==> src/design/prd_out_buf.sv <==
// Two-word output buffer: head drives the master side, spare catches the
// word that arrives while the head is stalled. Ready depends on the spare
// flag only, so no path runs from m_tready back to s_tready.
module prd_out_buf #(
    parameter int DATA_W = 72
) (
    input  logic              clk,
    input  logic              rst_n,
    input  logic              push,
    input  logic [DATA_W-1:0] push_data,
    output logic              can_take,
    output logic              out_valid,
    input  logic              out_ready,
    output logic [DATA_W-1:0] out_data
);

    logic              head_vld_reg;
    logic              head_vld_next;
    logic              spare_vld_reg;
    logic              spare_vld_next;
    logic [DATA_W-1:0] head_reg;
    logic [DATA_W-1:0] spare_reg;
    logic              pop;
    logic              load_in;
    logic              load_spare;
    logic              keep_in;

    assign pop = head_vld_reg && out_ready;

    always_comb
    begin
        head_vld_next  = head_vld_reg;
        spare_vld_next = spare_vld_reg;
        load_in        = 1'b0;
        load_spare     = 1'b0;
        keep_in        = 1'b0;
        if (spare_vld_reg)
        begin
            if (pop)
            begin
                load_spare     = 1'b1;
                spare_vld_next = 1'b0;
            end
        end
        else if (head_vld_reg)
        begin
            if (push && pop)
            begin
                load_in = 1'b1;
            end
            else if (push)
            begin
                keep_in        = 1'b1;
                spare_vld_next = 1'b1;
            end
            else if (pop)
            begin
                head_vld_next = 1'b0;
            end
        end
        else if (push)
        begin
            load_in       = 1'b1;
            head_vld_next = 1'b1;
        end
    end

    always_ff @(posedge clk)
    begin
        if (load_in)
        begin
            head_reg <= push_data;
        end
        else if (load_spare)
        begin
            head_reg <= spare_reg;
        end
        if (keep_in)
        begin
            spare_reg <= push_data;
        end
    end

    always_ff @(posedge clk or negedge rst_n)
    begin
        if (!rst_n)
        begin
            head_vld_reg  <= 1'b0;
            spare_vld_reg <= 1'b0;
        end
        else
        begin
            head_vld_reg  <= head_vld_next;
            spare_vld_reg <= spare_vld_next;
        end
    end

    assign can_take  = !spare_vld_reg;
    assign out_valid = head_vld_reg;
    assign out_data  = head_reg;

endmodule

==> config.mk <==
export PLATFORM = sky130hd
export DESIGN_NAME = prd_out_buf
export DESIGN_NICKNAME = d
export VERILOG_FILES = /design/src/design/prd_out_buf.sv
export SDC_FILE = /design/constraint.sdc
export NUM_CORES = 1
export LEC_CHECK = 0
export BUFFER_PORTS_ARGS = -buffer_cell sky130_fd_sc_hd__clkbuf_2
export CELL_PAD_IN_SITES_DETAIL_PLACEMENT = 2
export CELL_PAD_IN_SITES_GLOBAL_PLACEMENT = 2
export CORE_MARGIN = 8
export CORE_UTILIZATION = 37
export DETAILED_ROUTE_END_ITERATION = 7
export GPL_ROUTABILITY_DRIVEN = 0
export PLACE_DENSITY_LB_ADDON = 0.3
export SYNTH_ARGS = -nofsm -noshare
export SYNTH_HDL_FRONTEND = slang
export SYNTH_SLANG_ARGS = --single-unit
==> constraint.sdc <==
create_clock -name clk -period 18.3 [get_ports clk]
set_input_delay 1.83 -clock clk [delete_from_list [all_inputs] [get_ports clk]]
set_output_delay 1.83 -clock clk [all_outputs]
set_load 0.03 [all_outputs]
==> impl_metrics.ini <==
[status]
status = finished, final reports clean

[synthesis]
ys_seq_area_share_pct = 78.1
synth_area_per_cell_um2 = 23.6
ys_warn_count = 0
synth-seq-cells = 146
synth_nets = 313
synth_area_mm2 = 0.00560
ys.flop_type = edfxtp_1
yosysTopAreaCell = edfxtp_1
synth_commonest_cells = edfxtp_1, mux2_4, buf_6
synth_top_area_share_pct = 77.2
synth_most_common_cell = edfxtp_1
ys_top_cells_by_area = edfxtp_1, mux2_4, buf_6, dfrtp_1, mux2_2
synth.distinct_cells = 13
synth_edf_count = 144
synth_cells = 237
postSynth.asyncResetShare_pct = 1.37

[worst_setup_path]
setup.worst_path.class = in2reg
cp_data_arrival_time_ps = 3840
worstReg2RegEnd = out_data[62]$_DFFE_PP_
crit_start = out_ready
critPathMaxFanout = 43
r2r_cells = 4
r2r_slack_ps = 15600
crit_required_ps = 18460
end_kind = flop
startpoint_type = primary input
worstReg2RegStart = spare_vld_reg$_DFF_PN0_

[placed_design]
dp_slack_ps = 14160
port_buffers = 149
place_hpwl_um = 8850

[grt]
first_global_vias = 3302
antenna_found_initial = 0
grt_first_pass_wirelength_um = 19500
grt_usage_pct = 13.6
overflow = 0
grt_max_degree = 44

[sta]
setup_viol = 0
period_minus_slack_ps = 3690
tightest_slew_ps = 1100
slew_headroom_pct = 26.7
hold_viol = 0
fin_crit_sh_pct = 20.1
fin_ws_ps = 14610
drv_slew = 0
maxClockFrequency_mhz = 271
rsz0062_at_grt = false
fin_skew_ps = 9.16
setup_tns_ps = 0

[die]
initial_core_util_pct = 37.4
dieArea_mm2 = 0.0193
die_w_um = 139
io_pins = 150
rows = 45
design.core.area_mm2 = 0.0150
die_h_um = 139

[layout]
synthToLayoutAreaGrowth_pct = 27.9
antenna_cells = 0
nets = 477
drive_above_1_share_pct = 62.3

[drt]
wl_per_cell_um = 21.3
viasPerCell = 4.65
wl_um = 12800
drc = 0
drt-initial-drc-count = 177
vias = 2800
first_pass_iters = 4
drt.antenna.violating_nets = 0

[clocking]
clock_path_buffers = 2
clock-sinks = 146
cts_setup_buffers = 0
root_buffer = clkbuf_16
cts_resized = 0
holdBufCountCts = 0
clk_pin_slew_ps = 60
htree_levels = 4
cts_tree = done
clock_latency_ps = 410
cts_made_buffers = 17

[hold_path]
holdCritStartpoint = spare_reg[64]$_DFFE_PP_
hold-path-cell-count = 1
hp-class = reg2reg
holdPathEnd = out_data[64]$_DFFE_PP_

[flow_run]
max_cap_viol_count = 0

[power_and_ir_drop]
power.leakage_nw = 2.97
ir_drop_mv = 0.106
powerDensity_mw_per_mm2 = 169
worst max-delay path by stage:
stage | to | depth (start not counted)
floorplan | out_data[0]$_DFFE_PP_ | 2
global placement | out_data[43]$_DFFE_PP_ | 5
detailed placement | out_data[42]$_DFFE_PP_ | 5
CTS | out_data[44]$_DFFE_PP_ | 4
global route | out_data[62]$_DFFE_PP_ | 4
finish | out_data[44]$_DFFE_PP_ | 5
worst max-delay path, stage by stage:
cell and delay, ps:
clkbuf_2 100, nand2b_2 230, nand3_4 490, buf_4 740, mux2_4 360
power breakdown:
part           switching (mW)  internal, mW
registers              0.0293         0.479
logic                   0.232         0.111
clock network           0.134         0.227
placed cells by master, fill, tap and decap left out:
master	n
clkbuf_2	149
edfxtp_1	144
mux2_4	70
clkbuf_16	17
clkinvlp_4	5
bufinv_16	4
nand2_1	3
buf_4	3
inv_1	2
mux2_2	2
a21oi_1	2
clkinv_2	2
clkinv_4	2
dfrtp_1	2
nand2b_2	1
nand3_4	1
a21boi_4	1
nor2_4	1
o21ai_0	1
clkinv_1	1
clkbuf_1	1
cells by family after synthesis:
| group | Yosys count | synth area share, % |
|---|---|---|
| buffers and inverters | 9 | 1.54 |
| multiplexers | 72 | 19.2 |
| AO/OA/AOI/OAI | 4 | 0.402 |
| AND/OR/NAND/NOR | 6 | 0.738 |
| flip-flops | 146 | 78.1 |
metrics by stage:
stage / utilization (%) / area, µm² / hold WS, ps / instances / power (mW)
after CTS: 47.8 / 7160 / 555 / 602 / 1.23
after floorplan: - / 5600 / 522 / 237 / 0.773
after detailed placement: 43.7 / 6540 / 534 / 570 / 0.866
after global placement: 43.7 / 6540 / 529 / 570 / 0.851
final: 47.8 / 7160 / 552 / 602 / 1.21
after global routing: 47.8 / 7160 / 560 / 602 / 1.26
layer usage:
layer | up-vias | global-route usage (%) | part of all wire, %
li1 | 1272 | - | -
met1 | 1414 | 15.7 | 42
met2 | 105 | 22.1 | 50
met3 | 9 | 5.78 | 6.7
met4 | 0 | 5.03 | 0.93
met5 | - | 0 | 0
final cells by class:
type | count | area [µm²]
fillers | 1406 | 7820
well taps | 188 | 235
clock inverters | 14 | 189
clock buffers | 18 | 429
repair buffers | 152 | 768
inverters | 2 | 7.51
flip-flops and latches | 146 | 4370
multi-input cells | 82 | 1160
Power figures use the tool's default switching activity.
