--- src/design/prd_pkg.sv ---
package prd_pkg;

    // defaults for the top-level parameters
    localparam int CORDIC_STAGES_DEF = 16;
    localparam int COORD_WIDTH_DEF   = 32;

    // angle field: signed Q9.7 degrees
    localparam int ANGLE_W      = 17;
    localparam int TURN_W       = 18;      // signed, holds the negated angle
    localparam int TURN_U_W     = 16;      // reduced turn, 0 .. FULL_TURN-1
    localparam int FULL_TURN    = 46080;   // 360 degrees in Q9.7
    localparam int QUARTER_TURN = 11520;   // 90 degrees in Q9.7
    localparam int RES_W        = 14;      // residual inside one quadrant

    // residual to binary angle: z = floor((r * 2^22 + 22) / 45)
    // r = 45 * digit + rem, digit by reciprocal multiply, rem through a table
    localparam int REM_DIV     = 45;
    localparam int RECIP_W     = 21;
    localparam int RECIP45     = 1491309;  // ceil(2^26 / 45)
    localparam int RECIP_SHIFT = 26;
    localparam int DIGIT_W     = 8;
    localparam int REM_W       = 6;
    localparam int FRAC_W      = 22;

    // datapath
    localparam int GUARD_BITS = 8;
    localparam int HEADROOM   = 3;         // negation plus CORDIC growth
    localparam int Z_W        = 33;

    localparam int          ATAN_ENTRIES = 30;
    localparam logic [31:0] INV_GAIN     = 32'd2608131497;

    typedef logic [31:0] atan_tab_t [0:ATAN_ENTRIES-1];

    // round(atan(2^-i) * 2^32 / 360 deg)
    localparam atan_tab_t ATAN_TAB = '{
        32'h20000000, 32'h12E4051E, 32'h09FB385B, 32'h051111D4, 32'h028B0D43,
        32'h0145D7E1, 32'h00A2F61E, 32'h00517C55, 32'h0028BE53, 32'h00145F2F,
        32'h000A2F98, 32'h000517CC, 32'h00028BE6, 32'h000145F3, 32'h0000A2FA,
        32'h0000517D, 32'h000028BE, 32'h0000145F, 32'h00000A30, 32'h00000518,
        32'h0000028C, 32'h00000146, 32'h000000A3, 32'h00000051, 32'h00000029,
        32'h00000014, 32'h0000000A, 32'h00000005, 32'h00000003, 32'h00000001
    };

    typedef logic [FRAC_W-1:0] frac_tab_t [0:REM_DIV-1];

    function automatic frac_tab_t build_frac_tab();
        frac_tab_t tab;
        for (int b = 0; b < REM_DIV; b++)
        begin
            tab[b] = FRAC_W'((64'(b) * 64'd4194304 + 64'd22) / 64'd45);
        end
        return tab;
    endfunction

    localparam frac_tab_t FRAC_TAB = build_frac_tab();

endpackage

--- src/design/prd_gain.sv ---
// Gain correction, round half away from zero, saturation.
// Two register stages; the final round/clip feeds the output buffer.
module prd_gain #(
    parameter int COORD_WIDTH = prd_pkg::COORD_WIDTH_DEF
) (
    input  logic                          clk,
    input  logic                          rst_n,
    input  logic                          en,
    input  logic                          in_valid,
    input  logic signed [COORD_WIDTH+prd_pkg::GUARD_BITS+prd_pkg::HEADROOM-1:0] x_in,
    input  logic signed [COORD_WIDTH+prd_pkg::GUARD_BITS+prd_pkg::HEADROOM-1:0] y_in,
    output logic                          res_valid,
    output logic signed [COORD_WIDTH-1:0] x_res,
    output logic signed [COORD_WIDTH-1:0] y_res,
    output logic                          saturated
);

    localparam int IW    = COORD_WIDTH + prd_pkg::GUARD_BITS + prd_pkg::HEADROOM;
    localparam int HI_W  = (IW > 32) ? IW - 32 : 1;
    localparam int PAD_W = 32 + HI_W;
    localparam int P_W   = HI_W + 33;
    localparam int R_W   = P_W - prd_pkg::GUARD_BITS;

    localparam logic [P_W-1:0] HALF_LSB = P_W'(64'd1 << (prd_pkg::GUARD_BITS - 1));
    localparam logic [R_W-1:0] POS_MAX  = R_W'((64'd1 << (COORD_WIDTH - 1)) - 64'd1);
    localparam logic [R_W-1:0] NEG_MAG  = R_W'(64'd1 << (COORD_WIDTH - 1));
    localparam logic [COORD_WIDTH-1:0] OUT_MAX = COORD_WIDTH'(POS_MAX);
    localparam logic [COORD_WIDTH-1:0] OUT_MIN = COORD_WIDTH'(NEG_MAG);

    logic signed [IW-1:0]   lane_in [0:1];
    logic [COORD_WIDTH-1:0] lane_out [0:1];
    logic [1:0]             lane_sat;
    logic [1:0]             valid_reg;

    assign lane_in[0] = x_in;
    assign lane_in[1] = y_in;

    for (genvar k = 0; k < 2; k++)
    begin : g_lane
        logic              neg1_reg;
        logic [IW-1:0]     mag1_reg;
        logic [PAD_W-1:0]  mag_pad;
        logic              neg2_reg;
        logic [63:0]       pl2_reg;
        logic [P_W-2:0]    ph2_reg;
        logic [P_W-1:0]    prod_sum;
        logic [P_W-1:0]    rounded;
        logic [R_W-1:0]    mag_r;
        logic              sat_pos;
        logic              sat_neg;

        assign mag_pad = PAD_W'(mag1_reg);

        always_ff @(posedge clk)
        begin
            if (en)
            begin
                neg1_reg <= lane_in[k][IW-1];
                mag1_reg <= lane_in[k][IW-1] ? $unsigned(-lane_in[k])
                                             : $unsigned(lane_in[k]);
                neg2_reg <= neg1_reg;
                pl2_reg  <= 64'(mag_pad[31:0]) * 64'(prd_pkg::INV_GAIN);
                ph2_reg  <= (P_W-1)'(mag_pad[PAD_W-1:32]) * (P_W-1)'(prd_pkg::INV_GAIN);
            end
        end

        // floor(m * INV_GAIN / 2^32), then drop the guard bits with rounding
        assign prod_sum = P_W'(ph2_reg) + P_W'(pl2_reg[63:32]);
        assign rounded  = prod_sum + HALF_LSB;
        assign mag_r    = rounded[P_W-1:prd_pkg::GUARD_BITS];
        assign sat_pos  = !neg2_reg && (mag_r > POS_MAX);
        assign sat_neg  = neg2_reg && (mag_r > NEG_MAG);

        always_comb
        begin
            if (sat_pos)
            begin
                lane_out[k] = OUT_MAX;
            end
            else if (sat_neg)
            begin
                lane_out[k] = OUT_MIN;
            end
            else if (neg2_reg)
            begin
                lane_out[k] = -mag_r[COORD_WIDTH-1:0];
            end
            else
            begin
                lane_out[k] = mag_r[COORD_WIDTH-1:0];
            end
        end

        assign lane_sat[k] = sat_pos | sat_neg;
    end

    always_ff @(posedge clk or negedge rst_n)
    begin
        if (!rst_n)
        begin
            valid_reg <= '0;
        end
        else if (en)
        begin
            valid_reg <= {valid_reg[0], in_valid};
        end
    end

    assign res_valid = valid_reg[1];
    assign x_res     = $signed(lane_out[0]);
    assign y_res     = $signed(lane_out[1]);
    assign saturated = |lane_sat;

endmodule

--- config.mk ---
export PLATFORM = sky130hd
export DESIGN_NAME = prd_gain
export DESIGN_NICKNAME = d
export VERILOG_FILES = /design/src/design/prd_pkg.sv /design/src/design/prd_gain.sv
export SDC_FILE = /design/constraint.sdc
export NUM_CORES = 2
export LEC_CHECK = 0
export BUFFER_PORTS_ARGS = -buffer_cell sky130_fd_sc_hd__clkbuf_2
export CAP_MARGIN = 15
export CORE_MARGIN = 2
export CORE_UTILIZATION = 40
export DETAILED_ROUTE_END_ITERATION = 12
export PLACE_DENSITY = 0.57
export SYNTH_ARGS = -nofsm -noshare
export SYNTH_HDL_FRONTEND = slang
export SYNTH_SLANG_ARGS = --single-unit
--- constraint.sdc ---
create_clock -name clk -period 18.9 [get_ports clk]
set_input_delay 0.945 -clock clk [delete_from_list [all_inputs] [get_ports clk]]
set_output_delay 0.945 -clock clk [all_outputs]
set_load 0.1 [all_outputs]
==> results by stage <==
Cells and area:
- At the end of the flow the core is filled with cells to 0.432.
- The number of fill cells is roughly 15000.
- Relative to the synthesized area, the layout overhead comes to 7.05%.
- The net count reported at finish is a little under 9000.
- The layout cell share with drive strength beyond 1 is 0.0440.

Worst setup path:
- The internal reg-to-reg setup slack is 9570 ps.
- The endpoint arrival time on the critical path is ~9700 ps.
- In this design, the stage delay of the slowest critical-path cell is about 800 ps.
- The worst-path maximum fanout is 9.
- The launch point of the critical path is g_lane[1].mag1_reg[6].
- Together, buffers and inverters on the worst path number 6.
- STA classifies the critical path endpoint as a flip-flop.
- The largest individual stage delay along the critical path comes from the cell sky130_fd_sc_hd__a211oi_1.
- At the worst endpoint, the required time is 19260 ps.
- The worst setup path is of the flip-flop to flip-flop kind.
- The count of cells along the worst register-to-register path is 27.
- The start of the worst register-to-register path is g_lane[1].mag1_reg[6].
- The critical path startpoint category is a flip-flop.
- In this run the critical register-to-register path is captured at g_lane[1].pl2_reg[63].
- The family with the most delay on the worst path is adder cells.
- The most common cell type on the critical path is sky130_fd_sc_hd__fa_1.

Timing:
- The maximum achievable frequency is roughly 110 MHz.
- The number of slew-limit violations in the final report was 0.
- Setup repair after global routing left no endpoint under its margin.
- The count of endpoints failing hold in the final timing report is 0.
- Summed over all failing endpoints, the final setup total negative slack is 0 ps.
- At the pin with the least slew margin, the transition time is approximately 1200 ps.
- The final critical delay including setup and external delays is just over 9000 ps.
- Once routing completed, OpenROAD measured the worst setup slack at ~9600 ps.
- Setup violations remaining at the end of the flow were counted as 0.
- For the final database, setup skew stands at between 30 and 40 ps.
- The worst relative slew slack is 0.210.
- In the finished design, the share of the clock period the worst path needs comes to 0.494.

Placed design:
- Input and output buffers added on the ports amount to roughly 160.
- Detailed placement ended at an HPWL of around 140000 um.
- The worst slack after detailed placement is ~9500 ps.
- At the end of routability-driven placement, the weighted congestion stood at 0.921.

Synth:
- For this run, asynchronously set or reset flops after synthesis account for 0.00826.
- Counting flops with a built-in enable in the synthesized netlist gives between 200 and 250.
- Ranked by total cell area, the synthesized netlist is headed by sky130_fd_sc_hd__fa_1 (38%), sky130_fd_sc_hd__ha_1 (22%), sky130_fd_sc_hd__edfxtp_1 (11%).
- Of the post-synthesis cell area, the dominant cell type holds 0.382.
- In this run, synthesis produced a sequential element count of ~240.
- The commonest register cell after synthesis is sky130_fd_sc_hd__edfxtp_1.
- Yosys printed 0 warnings.
- The synthesized netlist net count is roughly 8600.
- The cell area that synthesis handed to floorplanning was around 63000 sq um.
- The proportion of synthesized chip area in sequential cells is 0.115.
- The average instance area after synthesis is about 10 sq um.
- The cell count after synthesis came out at around 6200.
- The synthesized design spends more area on one cell type than any other, namely sky130_fd_sc_hd__fa_1.
- After synthesis, the netlist uses between 90 and 100 different library cells.

Global route:
- The number of global-route vias before repair is between 40000 and 50000.
- The first global-routing pass estimated about 260000 um of wire.
- The number of antenna violations at the first check in global routing came to 4.
- The total global routing track utilization is 0.209.
- Summed over all layers, the global routing overflow is 0.
- Entering global routing, the biggest net connects 133 pins.

CTS:
- Once the clock tree was built, the setup fixing pass inserted 0 buffers.
- The number of buffers inserted by hold repair at cts is 0.
- The root buffer cell chosen for the clock tree is sky130_fd_sc_hd__clkbuf_16.
- The number of gates resized after CTS was 0.
- The worst-skew pair later-pin latency is about 600 ps.
- CTS built an H-tree with a depth of 2.
- The number of sinks handled by clock tree synthesis is 242.
- TritonCTS built the clock tree.
- The clock-pin transition on the worst setup and hold timing paths is around 60 ps.
- The number of buffers inserted during clock tree synthesis is 35.
- Counting along the longest clock path gives a buffer depth of 3.

Die:
- For this configuration, the core starts out at a cell density of 0.404.
- The horizontal extent of the die is approximately 400 um.
- The standard cell core area is around 160000 sq um.
- The die covers ~160000 sq um.
- In this run the count of I/O pins placed on the die edge is 156.
- Measured along the y axis, the die boundary spans approximately 400 um.
- In this run the core area contains ~150 standard-cell rows.

Route:
- The sum of routed wire length over all layers is 163000 um.
- Across all layers, the routed design uses 42074 vias.
- The detailed router finished its first iteration with 2168 violations.
- The number of detailed-route iterations in the first pass is 5.
- In the final routed layout, each cell accounts on average for about 20 um.
- The via density per instance is about 5.
- The post-route DRC violation count is 0.
- The number of nets with antenna violations after detailed routing is 0.

Status:
- The flow ran to the end, and the final reports show no timing, DRC or antenna violations.

Worst hold path:
- The worst hold path belongs to the class input port to async pin.

Run:
- Across the run, the number of max-cap violations was 0.
-- cell families after synthesis --
group | after synthesis | synth area share
flip-flops | 242 | 0.115
AND/OR/NAND/NOR | 694 | 0.0563
XOR/XNOR | 261 | 0.0361
AO/OA/AOI/OAI | 770 | 0.0801
multiplexers | 17 | 0.00283
buffers and inverters | 1867 | 0.111
adder cells (fa/ha/maj) | 2307 | 0.599
-- worst max path at each step --
stage / to / slack, ps / cells after the start
3_3_place_gp: g_lane[1].pl2_reg[63] / 9620 / 27
4_1_cts: g_lane[1].pl2_reg[63] / 9520 / 27
3_5_place_dp: g_lane[1].pl2_reg[63] / 9520 / 27
5_1_grt: g_lane[1].pl2_reg[63] / 9040 / 27
6_report: g_lane[1].pl2_reg[63] / 9570 / 27
2_1_floorplan: g_lane[1].pl2_reg[63] / 11090 / 27
-- Yosys cell counts, types with 42 or more instances --
library cell,instances
sky130_fd_sc_hd__edfxtp_1,240
sky130_fd_sc_hd__ha_1,1100
sky130_fd_sc_hd__clkbuf_1,42
sky130_fd_sc_hd__xor2_1,56
sky130_fd_sc_hd__xnor2_1,205
sky130_fd_sc_hd__inv_1,1821
sky130_fd_sc_hd__fa_1,1206
sky130_fd_sc_hd__o21ai_0,146
sky130_fd_sc_hd__nand2_1,159
sky130_fd_sc_hd__nand3_1,51
sky130_fd_sc_hd__a21oi_1,207
sky130_fd_sc_hd__a21o_1,103
sky130_fd_sc_hd__nor3_1,66
sky130_fd_sc_hd__nor2_1,160
-- per-layer routing --
metal,global-route usage,vias up,wire length (um)
met5,0,-,0
met4,0.0394,0,3090
met3,0.0193,127,6550
met2,0.350,711,77800
met1,0.298,21359,75800
li1,-,19877,-
-- cells in the final DEF (no fill, tap or decap), types with 10 or more instances in the layout --
master / n
sky130_fd_sc_hd__fa_1: 1206
sky130_fd_sc_hd__o21ai_0: 146
sky130_fd_sc_hd__nor4_1: 12
sky130_fd_sc_hd__a211oi_1: 17
sky130_fd_sc_hd__a21oi_1: 207
sky130_fd_sc_hd__xnor2_1: 205
sky130_fd_sc_hd__a221oi_1: 13
sky130_fd_sc_hd__nor2b_1: 31
sky130_fd_sc_hd__clkbuf_2: 154
sky130_fd_sc_hd__o31ai_1: 28
sky130_fd_sc_hd__inv_1: 1821
sky130_fd_sc_hd__nand3_1: 51
sky130_fd_sc_hd__edfxtp_1: 240
sky130_fd_sc_hd__o22ai_1: 16
sky130_fd_sc_hd__o21a_1: 39
sky130_fd_sc_hd__and2_1: 17
sky130_fd_sc_hd__o41ai_1: 14
sky130_fd_sc_hd__nand4_1: 31
sky130_fd_sc_hd__nor3_1: 66
sky130_fd_sc_hd__ha_1: 1100
sky130_fd_sc_hd__and3_1: 30
sky130_fd_sc_hd__clkbuf_16: 35
sky130_fd_sc_hd__a21o_1: 103
sky130_fd_sc_hd__xor2_1: 56
sky130_fd_sc_hd__mux2i_1: 10
sky130_fd_sc_hd__a311oi_1: 13
sky130_fd_sc_hd__o211ai_1: 15
sky130_fd_sc_hd__nor2_1: 160
sky130_fd_sc_hd__a31oi_1: 29
sky130_fd_sc_hd__o21bai_1: 35
sky130_fd_sc_hd__or4_1: 19
sky130_fd_sc_hd__or2_2: 14
sky130_fd_sc_hd__or3_1: 33
sky130_fd_sc_hd__nand2b_1: 26
sky130_fd_sc_hd__nand2_1: 159
sky130_fd_sc_hd__buf_4: 16
-- per-stage QoR --
step / instances / hold WS, ps / instance area [sq um]
after floorplan: 6158 / 400 / 63300
after global placement: 8343 / 411 / 66600
after detailed placement: 8343 / 416 / 66600
after CTS: 8403 / 95.9 / 67700
after global routing: 8404 / 105 / 67700
final: 8406 / 134 / 67700
-- layout make-up --
cell class	instances	area (sq um)	share of cell area
Antenna cell	2	5.00	0.0000739
Tap cell	2058	2570	0.0380
Multi-Input combinational cell	4049	49000	0.724
Sequential cell	242	7260	0.107
Clock inverter	17	195	0.00288
Clock buffer	43	906	0.0134
Inverter	1822	6840	0.101
Timing Repair Buffer	173	953	0.0141
Power is not shown: default switching activity piles up to over one toggle a cycle in this logic, so the estimate is an artifact.
