## config.mk

```make
export PLATFORM = sky130hd
export DESIGN_NAME = prd_reduce
export DESIGN_NICKNAME = d
export VERILOG_FILES = /design/src/design/prd_pkg.sv /design/src/design/prd_reduce.sv
export SDC_FILE = /design/constraint.sdc
export NUM_CORES = 1
export LEC_CHECK = 0
export ABC_AREA = 0
export BUFFER_PORTS_ARGS = -buffer_cell sky130_fd_sc_hd__buf_2
export CORE_UTILIZATION = 25
export DETAILED_ROUTE_END_ITERATION = 16
export PLACE_DENSITY = 0.43
export SLEW_MARGIN = 20
export SYNTH_ARGS = -nofsm -noshare
export SYNTH_HDL_FRONTEND = slang
export SYNTH_SLANG_ARGS = --single-unit
```

## constraint.sdc

```tcl
create_clock -name clk -period 11.54 [get_ports clk]
set_input_delay 2.308 -clock clk [delete_from_list [all_inputs] [get_ports clk]]
set_output_delay 2.308 -clock clk [all_outputs]
set_load 0.05 [all_outputs]
```

## src/design/prd_pkg.sv

```systemverilog
package prd_pkg;

    // defaults for the top-level parameters
    localparam int CORDIC_STAGES_DEF = 16;
    localparam int COORD_WIDTH_DEF   = 32;

    // angle field: signed Q9.7 degrees
    localparam int ANGLE_W      = 17;
    localparam int TURN_W       = 18;      // signed, holds the negated angle
    localparam int TURN_U_W     = 16;      // reduced turn, 0 .. FULL_TURN-1
    localparam int FULL_TURN    = 46080;   // 360 degrees in Q9.7
    localparam int QUARTER_TURN = 11520;   // 90 degrees in Q9.7
    localparam int RES_W        = 14;      // residual inside one quadrant

    // residual to binary angle: z = floor((r * 2^22 + 22) / 45)
    // r = 45 * digit + rem, digit by reciprocal multiply, rem through a table
    localparam int REM_DIV     = 45;
    localparam int RECIP_W     = 21;
    localparam int RECIP45     = 1491309;  // ceil(2^26 / 45)
    localparam int RECIP_SHIFT = 26;
    localparam int DIGIT_W     = 8;
    localparam int REM_W       = 6;
    localparam int FRAC_W      = 22;

    // datapath
    localparam int GUARD_BITS = 8;
    localparam int HEADROOM   = 3;         // negation plus CORDIC growth
    localparam int Z_W        = 33;

    localparam int          ATAN_ENTRIES = 30;
    localparam logic [31:0] INV_GAIN     = 32'd2608131497;

    typedef logic [31:0] atan_tab_t [0:ATAN_ENTRIES-1];

    // round(atan(2^-i) * 2^32 / 360 deg)
    localparam atan_tab_t ATAN_TAB = '{
        32'h20000000, 32'h12E4051E, 32'h09FB385B, 32'h051111D4, 32'h028B0D43,
        32'h0145D7E1, 32'h00A2F61E, 32'h00517C55, 32'h0028BE53, 32'h00145F2F,
        32'h000A2F98, 32'h000517CC, 32'h00028BE6, 32'h000145F3, 32'h0000A2FA,
        32'h0000517D, 32'h000028BE, 32'h0000145F, 32'h00000A30, 32'h00000518,
        32'h0000028C, 32'h00000146, 32'h000000A3, 32'h00000051, 32'h00000029,
        32'h00000014, 32'h0000000A, 32'h00000005, 32'h00000003, 32'h00000001
    };

    typedef logic [FRAC_W-1:0] frac_tab_t [0:REM_DIV-1];

    function automatic frac_tab_t build_frac_tab();
        frac_tab_t tab;
        for (int b = 0; b < REM_DIV; b++)
        begin
            tab[b] = FRAC_W'((64'(b) * 64'd4194304 + 64'd22) / 64'd45);
        end
        return tab;
    endfunction

    localparam frac_tab_t FRAC_TAB = build_frac_tab();

endpackage

```

## src/design/prd_reduce.sv

```systemverilog
// Angle reduction, quadrant fold and residual-to-binary-angle conversion.
// Four register stages.
module prd_reduce #(
    parameter int COORD_WIDTH = prd_pkg::COORD_WIDTH_DEF
) (
    input  logic                                  clk,
    input  logic                                  rst_n,
    input  logic                                  en,
    input  logic                                  in_valid,
    input  logic signed [COORD_WIDTH-1:0]         x_in,
    input  logic signed [COORD_WIDTH-1:0]         y_in,
    input  logic signed [prd_pkg::ANGLE_W-1:0]    angle_deg,
    output logic                                  out_valid,
    output logic signed [COORD_WIDTH+prd_pkg::GUARD_BITS+prd_pkg::HEADROOM-1:0] x_out,
    output logic signed [COORD_WIDTH+prd_pkg::GUARD_BITS+prd_pkg::HEADROOM-1:0] y_out,
    output logic signed [prd_pkg::Z_W-1:0]        z_out
);

    localparam int IW = COORD_WIDTH + prd_pkg::GUARD_BITS + prd_pkg::HEADROOM;
    localparam int XW = COORD_WIDTH + 1;

    localparam logic signed [prd_pkg::TURN_W-1:0] FULL_S =
        prd_pkg::TURN_W'(prd_pkg::FULL_TURN);
    localparam logic signed [prd_pkg::TURN_W-1:0] TWO_FULL_S =
        prd_pkg::TURN_W'(2 * prd_pkg::FULL_TURN);
    localparam logic [prd_pkg::TURN_U_W-1:0] T1 =
        prd_pkg::TURN_U_W'(prd_pkg::QUARTER_TURN);
    localparam logic [prd_pkg::TURN_U_W-1:0] T2 =
        prd_pkg::TURN_U_W'(2 * prd_pkg::QUARTER_TURN);
    localparam logic [prd_pkg::TURN_U_W-1:0] T3 =
        prd_pkg::TURN_U_W'(3 * prd_pkg::QUARTER_TURN);
    localparam logic [prd_pkg::RECIP_W-1:0] RECIP =
        prd_pkg::RECIP_W'(prd_pkg::RECIP45);

    typedef enum logic [1:0] {QUAD_0, QUAD_90, QUAD_180, QUAD_270} quad_t;

    logic [3:0] valid_reg;

    // stage 1: counter-clockwise turn reduced to [0, 360)
    logic signed [prd_pkg::TURN_W-1:0]   neg_ang;
    logic signed [prd_pkg::TURN_W-1:0]   turn_full;
    logic [prd_pkg::TURN_U_W-1:0]        turn_reg;
    logic signed [COORD_WIDTH-1:0]       x1_reg;
    logic signed [COORD_WIDTH-1:0]       y1_reg;

    assign neg_ang = -$signed({angle_deg[prd_pkg::ANGLE_W-1], angle_deg});

    always_comb
    begin
        if (neg_ang < -FULL_S)
        begin
            turn_full = neg_ang + TWO_FULL_S;
        end
        else if (neg_ang < 0)
        begin
            turn_full = neg_ang + FULL_S;
        end
        else if (neg_ang >= FULL_S)
        begin
            turn_full = neg_ang - FULL_S;
        end
        else
        begin
            turn_full = neg_ang;
        end
    end

    // stage 2: quadrant fold, exact
    quad_t                        quad;
    logic [prd_pkg::TURN_U_W-1:0] resid_wide;
    logic signed [XW-1:0]         xe;
    logic signed [XW-1:0]         ye;
    logic signed [XW-1:0]         xq;
    logic signed [XW-1:0]         yq;
    logic [prd_pkg::RES_W-1:0]    r2_reg;
    logic signed [XW-1:0]         x2_reg;
    logic signed [XW-1:0]         y2_reg;

    assign xe = XW'(x1_reg);
    assign ye = XW'(y1_reg);

    always_comb
    begin
        if (turn_reg >= T3)
        begin
            quad       = QUAD_270;
            resid_wide = turn_reg - T3;
        end
        else if (turn_reg >= T2)
        begin
            quad       = QUAD_180;
            resid_wide = turn_reg - T2;
        end
        else if (turn_reg >= T1)
        begin
            quad       = QUAD_90;
            resid_wide = turn_reg - T1;
        end
        else
        begin
            quad       = QUAD_0;
            resid_wide = turn_reg;
        end
    end

    always_comb
    begin
        case (quad)
            QUAD_90:
            begin
                xq = -ye;
                yq = xe;
            end
            QUAD_180:
            begin
                xq = -xe;
                yq = -ye;
            end
            QUAD_270:
            begin
                xq = ye;
                yq = -xe;
            end
            default:
            begin
                xq = xe;
                yq = ye;
            end
        endcase
    end

    // stage 3: digit = floor(r / 45) by reciprocal multiply
    logic [prd_pkg::RES_W+prd_pkg::RECIP_W-1:0] recip_prod;
    logic [prd_pkg::DIGIT_W-1:0]                digit3_reg;
    logic [prd_pkg::RES_W-1:0]                  r3_reg;
    logic signed [XW-1:0]                       x3_reg;
    logic signed [XW-1:0]                       y3_reg;

    assign recip_prod = (prd_pkg::RES_W+prd_pkg::RECIP_W)'(r2_reg) *
                        (prd_pkg::RES_W+prd_pkg::RECIP_W)'(RECIP);

    // stage 4: z = digit * 2^22 + table(r mod 45)
    logic [prd_pkg::RES_W-1:0] back_mul;
    logic [prd_pkg::RES_W-1:0] rem_wide;
    logic [prd_pkg::REM_W-1:0] rem_idx;
    logic signed [prd_pkg::Z_W-1:0] z_next;
    logic signed [IW-1:0]           x4_reg;
    logic signed [IW-1:0]           y4_reg;
    logic signed [prd_pkg::Z_W-1:0] z_reg;

    assign back_mul = prd_pkg::RES_W'(digit3_reg) * prd_pkg::RES_W'(prd_pkg::REM_DIV);
    assign rem_wide = r3_reg - back_mul;
    assign rem_idx  = rem_wide[prd_pkg::REM_W-1:0];
    assign z_next   = $signed(prd_pkg::Z_W'({digit3_reg, {prd_pkg::FRAC_W{1'b0}}})
                      + prd_pkg::Z_W'(prd_pkg::FRAC_TAB[rem_idx]));

    always_ff @(posedge clk)
    begin
        if (en)
        begin
            turn_reg   <= turn_full[prd_pkg::TURN_U_W-1:0];
            x1_reg     <= x_in;
            y1_reg     <= y_in;
            r2_reg     <= resid_wide[prd_pkg::RES_W-1:0];
            x2_reg     <= xq;
            y2_reg     <= yq;
            digit3_reg <= recip_prod[prd_pkg::RECIP_SHIFT +: prd_pkg::DIGIT_W];
            r3_reg     <= r2_reg;
            x3_reg     <= x2_reg;
            y3_reg     <= y2_reg;
            x4_reg     <= IW'(x3_reg) <<< prd_pkg::GUARD_BITS;
            y4_reg     <= IW'(y3_reg) <<< prd_pkg::GUARD_BITS;
            z_reg      <= z_next;
        end
    end

    always_ff @(posedge clk or negedge rst_n)
    begin
        if (!rst_n)
        begin
            valid_reg <= '0;
        end
        else if (en)
        begin
            valid_reg <= {valid_reg[2:0], in_valid};
        end
    end

    assign out_valid = valid_reg[3];
    assign x_out     = x4_reg;
    assign y_out     = y4_reg;
    assign z_out     = z_reg;

endmodule

```

==> results of run 1 <==
## metrics by stage
stage               util, %  hold WS [ps]  cell area (µm²)  std cells
CTS                    29.7           414            23200       2945
floorplan                 -           400            19800       1721
detailed placement     28.0           405            21800       2870
global route           29.8           423            23200       2947
finish                 29.8           415            23200       2948
global placement       27.9           405            21800       2869
## worst max-delay path by stage
stage	start	to	slack, ps	cells past startpoint
2_1_floorplan	r2_reg[6]$_DFFE_PP_	digit3_reg[7]$_DFFE_PP_	6190	19
3_3_place_gp	angle_deg[6]	turn_reg[11]$_DFFE_PP_	5750	12
3_5_place_dp	angle_deg[6]	turn_reg[11]$_DFFE_PP_	5620	12
4_1_cts	r2_reg[6]$_DFFE_PP_	digit3_reg[7]$_DFFE_PP_	5730	19
5_1_grt	r2_reg[11]$_DFFE_PP_	digit3_reg[7]$_DFFE_PP_	5530	20
6_report	r2_reg[6]$_DFFE_PP_	digit3_reg[7]$_DFFE_PP_	5760	19
## cell families (layout without fill, tap and decap cells)
family          count (synthesis)  after routing  share of synthesized area, %
simple gates                  407            407                          10.2
xor+xnor                       64             64                          2.84
other cells                     1             22                        0.0190
flops                         335            335                          50.8
compound gates                392            392                          12.6
buf+inv                       261            445                          5.53
fa+ha+maj                     233            233                          17.5
mux                            10             10                         0.551
## worst max-delay path: stages (launching register included)
cell and delay [ps]:
edfxtp_1 470, ha_1 360, inv_1 60, fa_1 510
fa_1 550, inv_1 60, fa_1 530, inv_1 50
fa_1 500, inv_1 40, ha_1 290, ha_1 280
o211ai_1 100, or3_1 380, o221a_2 340, o31ai_1 320
a211oi_1 140, o21ai_0 270, a31oi_1 140, xnor2_1 130
## area by class of cell
cell class                 count  area share (%)
clock inverter                28            1.37
antenna                        3          0.0324
multi-input combinational   1125            37.6
tap                         1040            5.62
timing repair buffer         204            4.80
clock buffer                  47            4.53
inverter                     166            2.69
sequential                   335            43.3
## placed cells by master (no fill, tap or decap), types with 23 or more instances in the layout
master,instances
edfxtp_1,331
buf_2,184
inv_1,166
ha_1,162
o21ai_0,138
nand2_1,111
nor2_1,92
a21oi_1,81
fa_1,71
nor3_1,61
xnor2_1,45
clkbuf_16,41
or3_1,23
a221oi_1,23
## synthesized netlist by cell type, drive strengths merged, types with 19 or more instances
master and instances:
nor2b 21, a21oi 82, ha 162, edfxtp 331, or3 24, buf 34, xnor2 45, nand2 112
nor2 93, fa 71, o21ai 140, nor4 20, inv 166, xor2 19, nor3 61, clkbuf 61
a221oi 23
## metal layers
layer	part of all wire (%)	up-vias	GRT usage, %	wire length [µm]
li1	-	6557	-	-
met1	47	6778	18.8	26200
met2	45	418	20.8	25000
met3	6.1	60	2.92	3400
met4	1.5	8	3.27	819
met5	0.090	-	0	50
==> impl_metrics.ini, run 1 <==
[placement]
hpwl_um = 40300
place_congestion = 0.865
dp_slack_ps = 5620
portBuffers = 185

[logic_synthesis]
synth_top_area_share_pct = 50.3
postSynth.asyncResetShare_pct = 1.19
synthCells = 1703
ys_ff_latch = 335
synthesis.area_um2 = 19700
yosysTopAreaCell = edfxtp_1
synth_ff_type = edfxtp_1
yosysWarnings = 0
synth_cell_types = 69
yosysSeqAreaShare_pct = 50.8
avgSynthCellArea_um2 = 11.6
synthTopCellsByArea = edfxtp_1 50%, ha_1 10%, fa_1 7.2%, o21ai_0 3.5%, inv_1 3.2%
synth-edff-count = 331

[route]
antenna_left = 0
drtIter0Drc = 1126
post_drt_via_cell_ratio = 4.69
drc_errors = 0
dr.pass1.iters = 6
wl_per_cell_um = 18.8
vias = 13800
wl_um = 55400

[clock_tree]
clock_latency_ps = 570
cts_hold_buffers = 0
numCtsBuffers = 41
cts_setup_buffers = 0
cts_tree = built
ctsResizeCount = 0
cts_sinks = 335
h-tree-depth = 2
cts-root-buf = clkbuf_16
clockBufferDepth = 3
clkSlewWorstSetupHoldPaths_ps = 60

[grt]
antenna_found_initial = 9
grt_pass1_wl_um = 83300
grt_usage_pct = 13.4
overflow = 0
first_global_vias = 13700
grt_max_degree = 155

[timing]
max_clock_freq_mhz = 173
tightest_slew_ps = 1020
setup_viol = 0
fin_worst_skew_ps = 23.1
post-route-min-period_ps = 5780
finalHoldViolCount = 0
slew_violations = 0
fin_tns_setup_ps = 0
finalWorstSetupSlack_ps = 5760
finalCritPeriodShare_pct = 50.1
rsz0062_at_grt = false
slew_headroom_pct = 31.8

[floorplan]
rows = 102
initial_core_util_pct = 25.4
io_pins = 205
die_w_um = 283
core_um2 = 77800
die-area_um2 = 80100
die_h_um = 283

[worst_hold_path]
holdPathEnd = x_out[8]$_DFFE_PP_
hp-class = flip-flop to flip-flop
worstHoldPathCells = 0
holdCritStartpoint = x3_reg[0]$_DFFE_PP_

[final_layout]
area_growth_pct = 17.3
seq_area_um2 = 10000
multi_input_area_um2 = 8720
drive_gt1_share_pct = 15.5
nNetsFinal = 2191
fillCellCount = 8054

[worst_setup_path]
critical_path_required_ps = 11840
worstSetupEndpointType = flip-flop
cp.arrival_ps = 6080
reg2reg_from = r2_reg[6]$_DFFE_PP_
start_kind = flip-flop
r2r-end = digit3_reg[7]$_DFFE_PP_
path_max_fanout = 4
criticalPathCategory = flip-flop to flip-flop
rrSetupSlack_ps = 5760
r2r_cells = 19

[run]
maxCapViolCount = 0

[status]
status = completed
Power of run 1 is left out: the tool's default activity adds up to more than one toggle a clock period on the data nets, which glitch-free logic cannot reach.
==> run 2, diff against run 1 <==
==> constraint.sdc (replaced) <==
create_clock -name clk -period 5.4 [get_ports clk]
set_input_delay 1.08 -clock clk [delete_from_list [all_inputs] [get_ports clk]]
set_output_delay 1.08 -clock clk [all_outputs]
set_load 0.05 [all_outputs]
==> impl_metrics.ini, run 2 (same netlist as run 1, synthesis figures left out) <==
[floorplan]
die_w_um = 283
io_pins = 205
die_h_um = 283
die-area_um2 = 80100
initial_core_util_pct = 25.4
core_um2 = 77800
rows = 102

[worst_setup_path]
worstSetupEndpointType = flip-flop
reg2reg_from = r2_reg[4]$_DFFE_PP_
path_buf_inv = 2
cp.arrival_ps = 5630
cpLargestDelayFamily = adder cells
rrSetupSlack_ps = 80
criticalPathCategory = flip-flop to flip-flop
path_max_fanout = 3
cp_slowest_cell = fa_1
path_cells = ha_1 -> inv_1 -> fa_1 -> fa_1 -> fa_1 -> fa_1 -> inv_1 -> ha_1 -> ha_1 -> nand3_1 -> or3_1 -> o221a_4 -> o31ai_4 -> a211oi_2 -> o21ai_1 -> a31oi_1 -> xnor2_1
crit_top_cell = fa_1
r2r-end = digit3_reg[7]$_DFFE_PP_
r2r_cells = 17
slowest_delay_ps = 560
critical_path_required_ps = 5720
start_kind = flip-flop

[clock_tree]
clkSlewWorstSetupHoldPaths_ps = 60
h-tree-depth = 2
cts_tree = built
cts_sinks = 335
clock_latency_ps = 580
numCtsBuffers = 40
clockBufferDepth = 3
cts-root-buf = clkbuf_16
cts_hold_buffers = 0

[grt]
grt_max_degree = 104
first_global_vias = 13900
grt_usage_pct = 13.4
overflow = 0
grt_pass1_wl_um = 83600
antenna_found_initial = 9

[final_layout]
fillCellCount = 7982
drive_gt1_share_pct = 19.4
seq_area_um2 = 10000
finalNonFillerCells = 3011
final_common_cell = edfxtp_1
multi_input_area_um2 = 8960
area_growth_pct = 20.7
nNetsFinal = 2257
final_area_um2 = 23800
mostFrequentLayoutCells = 331 x edfxtp_1, 184 x buf_2, 165 x inv_1

[route]
dr.pass1.iters = 5
drc_errors = 0
wl_um = 55100
wl_per_cell_um = 18.3
vias = 13900
drtIter0Drc = 1081
antenna_left = 0
post_drt_via_cell_ratio = 4.63

[timing]
setup_viol = 0
slew_violations = 0
finalHoldViolCount = 0
rsz0062_at_grt = true
post-route-min-period_ps = 5320
fin_worst_skew_ps = 25.1
fin_tns_setup_ps = 0
slew_headroom_pct = 35.0
finalCritPeriodShare_pct = 98.5
finalWorstSetupSlack_ps = 80.8
max_clock_freq_mhz = 188
tightest_slew_ps = 963

[placement]
dpl.cell_count = 2926
dp_slack_ps = -310
portBuffers = 185
placed_cell_area_um2 = 22200
hpwl_um = 40300
place_congestion = 0.825

[status]
status = completed

[worst_hold_path]
hp-class = input port to async pin

[run]
maxCapViolCount = 0
-- run 2: cell types whose count changed in the layout (fill, tap and decap cells not counted), sizes merged --
cell / change
clkinv: +1
buf: +67
clkbuf: +4
inv: -5
clkinvlp: -1
bufinv: -3
-- run 2: final cells by class --
cell class	count	area share, %
repair buffers	271	6.76
multi-input cells	1125	37.6
inverters	166	2.61
clock buffers	51	4.46
flip-flops and latches	335	42.1
diodes	3	0.0315
well taps	1040	5.46
clock inverters	20	0.929
-- run 2: worst reg2reg max path, stage by stage (launching register included) --
cell and delay, ps:
edfxtp_1 460, ha_1 320, inv_1 50, fa_1 490
fa_1 560, fa_1 440, fa_1 520, inv_1 40
ha_1 290, ha_1 300, nand3_1 80, or3_1 400
o221a_4 330, o31ai_4 250, a211oi_2 100, o21ai_1 220
a31oi_1 120, xnor2_1 130
-- run 2: per-stage QoR --
| step | hold WS, ps | util [%] |
|---|---|---|
| after floorplan | 400 | - |
| after global placement | 404 | 28.5 |
| after detailed placement | 405 | 28.5 |
| after CTS | 257 | 30.3 |
| after global routing | 269 | 30.6 |
| final | 303 | 30.6 |
-- run 2: routing by layer --
| metal | GRT usage [%] | vias up | part of all wire, % |
|---|---|---|---|
| met4 | 3.70 | 8 | 2.1 |
| li1 | - | 6679 | - |
| met5 | 0 | - | 0.10 |
| met2 | 20.4 | 357 | 44 |
| met1 | 19.0 | 6813 | 48 |
| met3 | 2.97 | 76 | 5.5 |
-- run 2: worst max-delay path by stage --
stage	start	endpoint	slack (ps)	cells past startpoint
after global routing	r2_reg[6]$_DFFE_PP_	digit3_reg[4]$_DFFE_PP_	-90	19
final	r2_reg[4]$_DFFE_PP_	digit3_reg[7]$_DFFE_PP_	80	17
after CTS	r2_reg[7]$_DFFE_PP_	digit3_reg[7]$_DFFE_PP_	-1	18
after floorplan	r2_reg[6]$_DFFE_PP_	digit3_reg[7]$_DFFE_PP_	50	19
after detailed placement	r2_reg[6]$_DFFE_PP_	digit3_reg[7]$_DFFE_PP_	-310	19
after global placement	r2_reg[6]$_DFFE_PP_	digit3_reg[7]$_DFFE_PP_	-260	19
-- run 2: timing repair --
item                                    in CTS  in global routing
pin swaps                                   10                 29
resized for setup                            9                 24
gates cloned                                 0                  0
endpoints found under the setup margin       4                  5
buffers inserted                             3                  8
Power of run 2 is left out for the same reason.
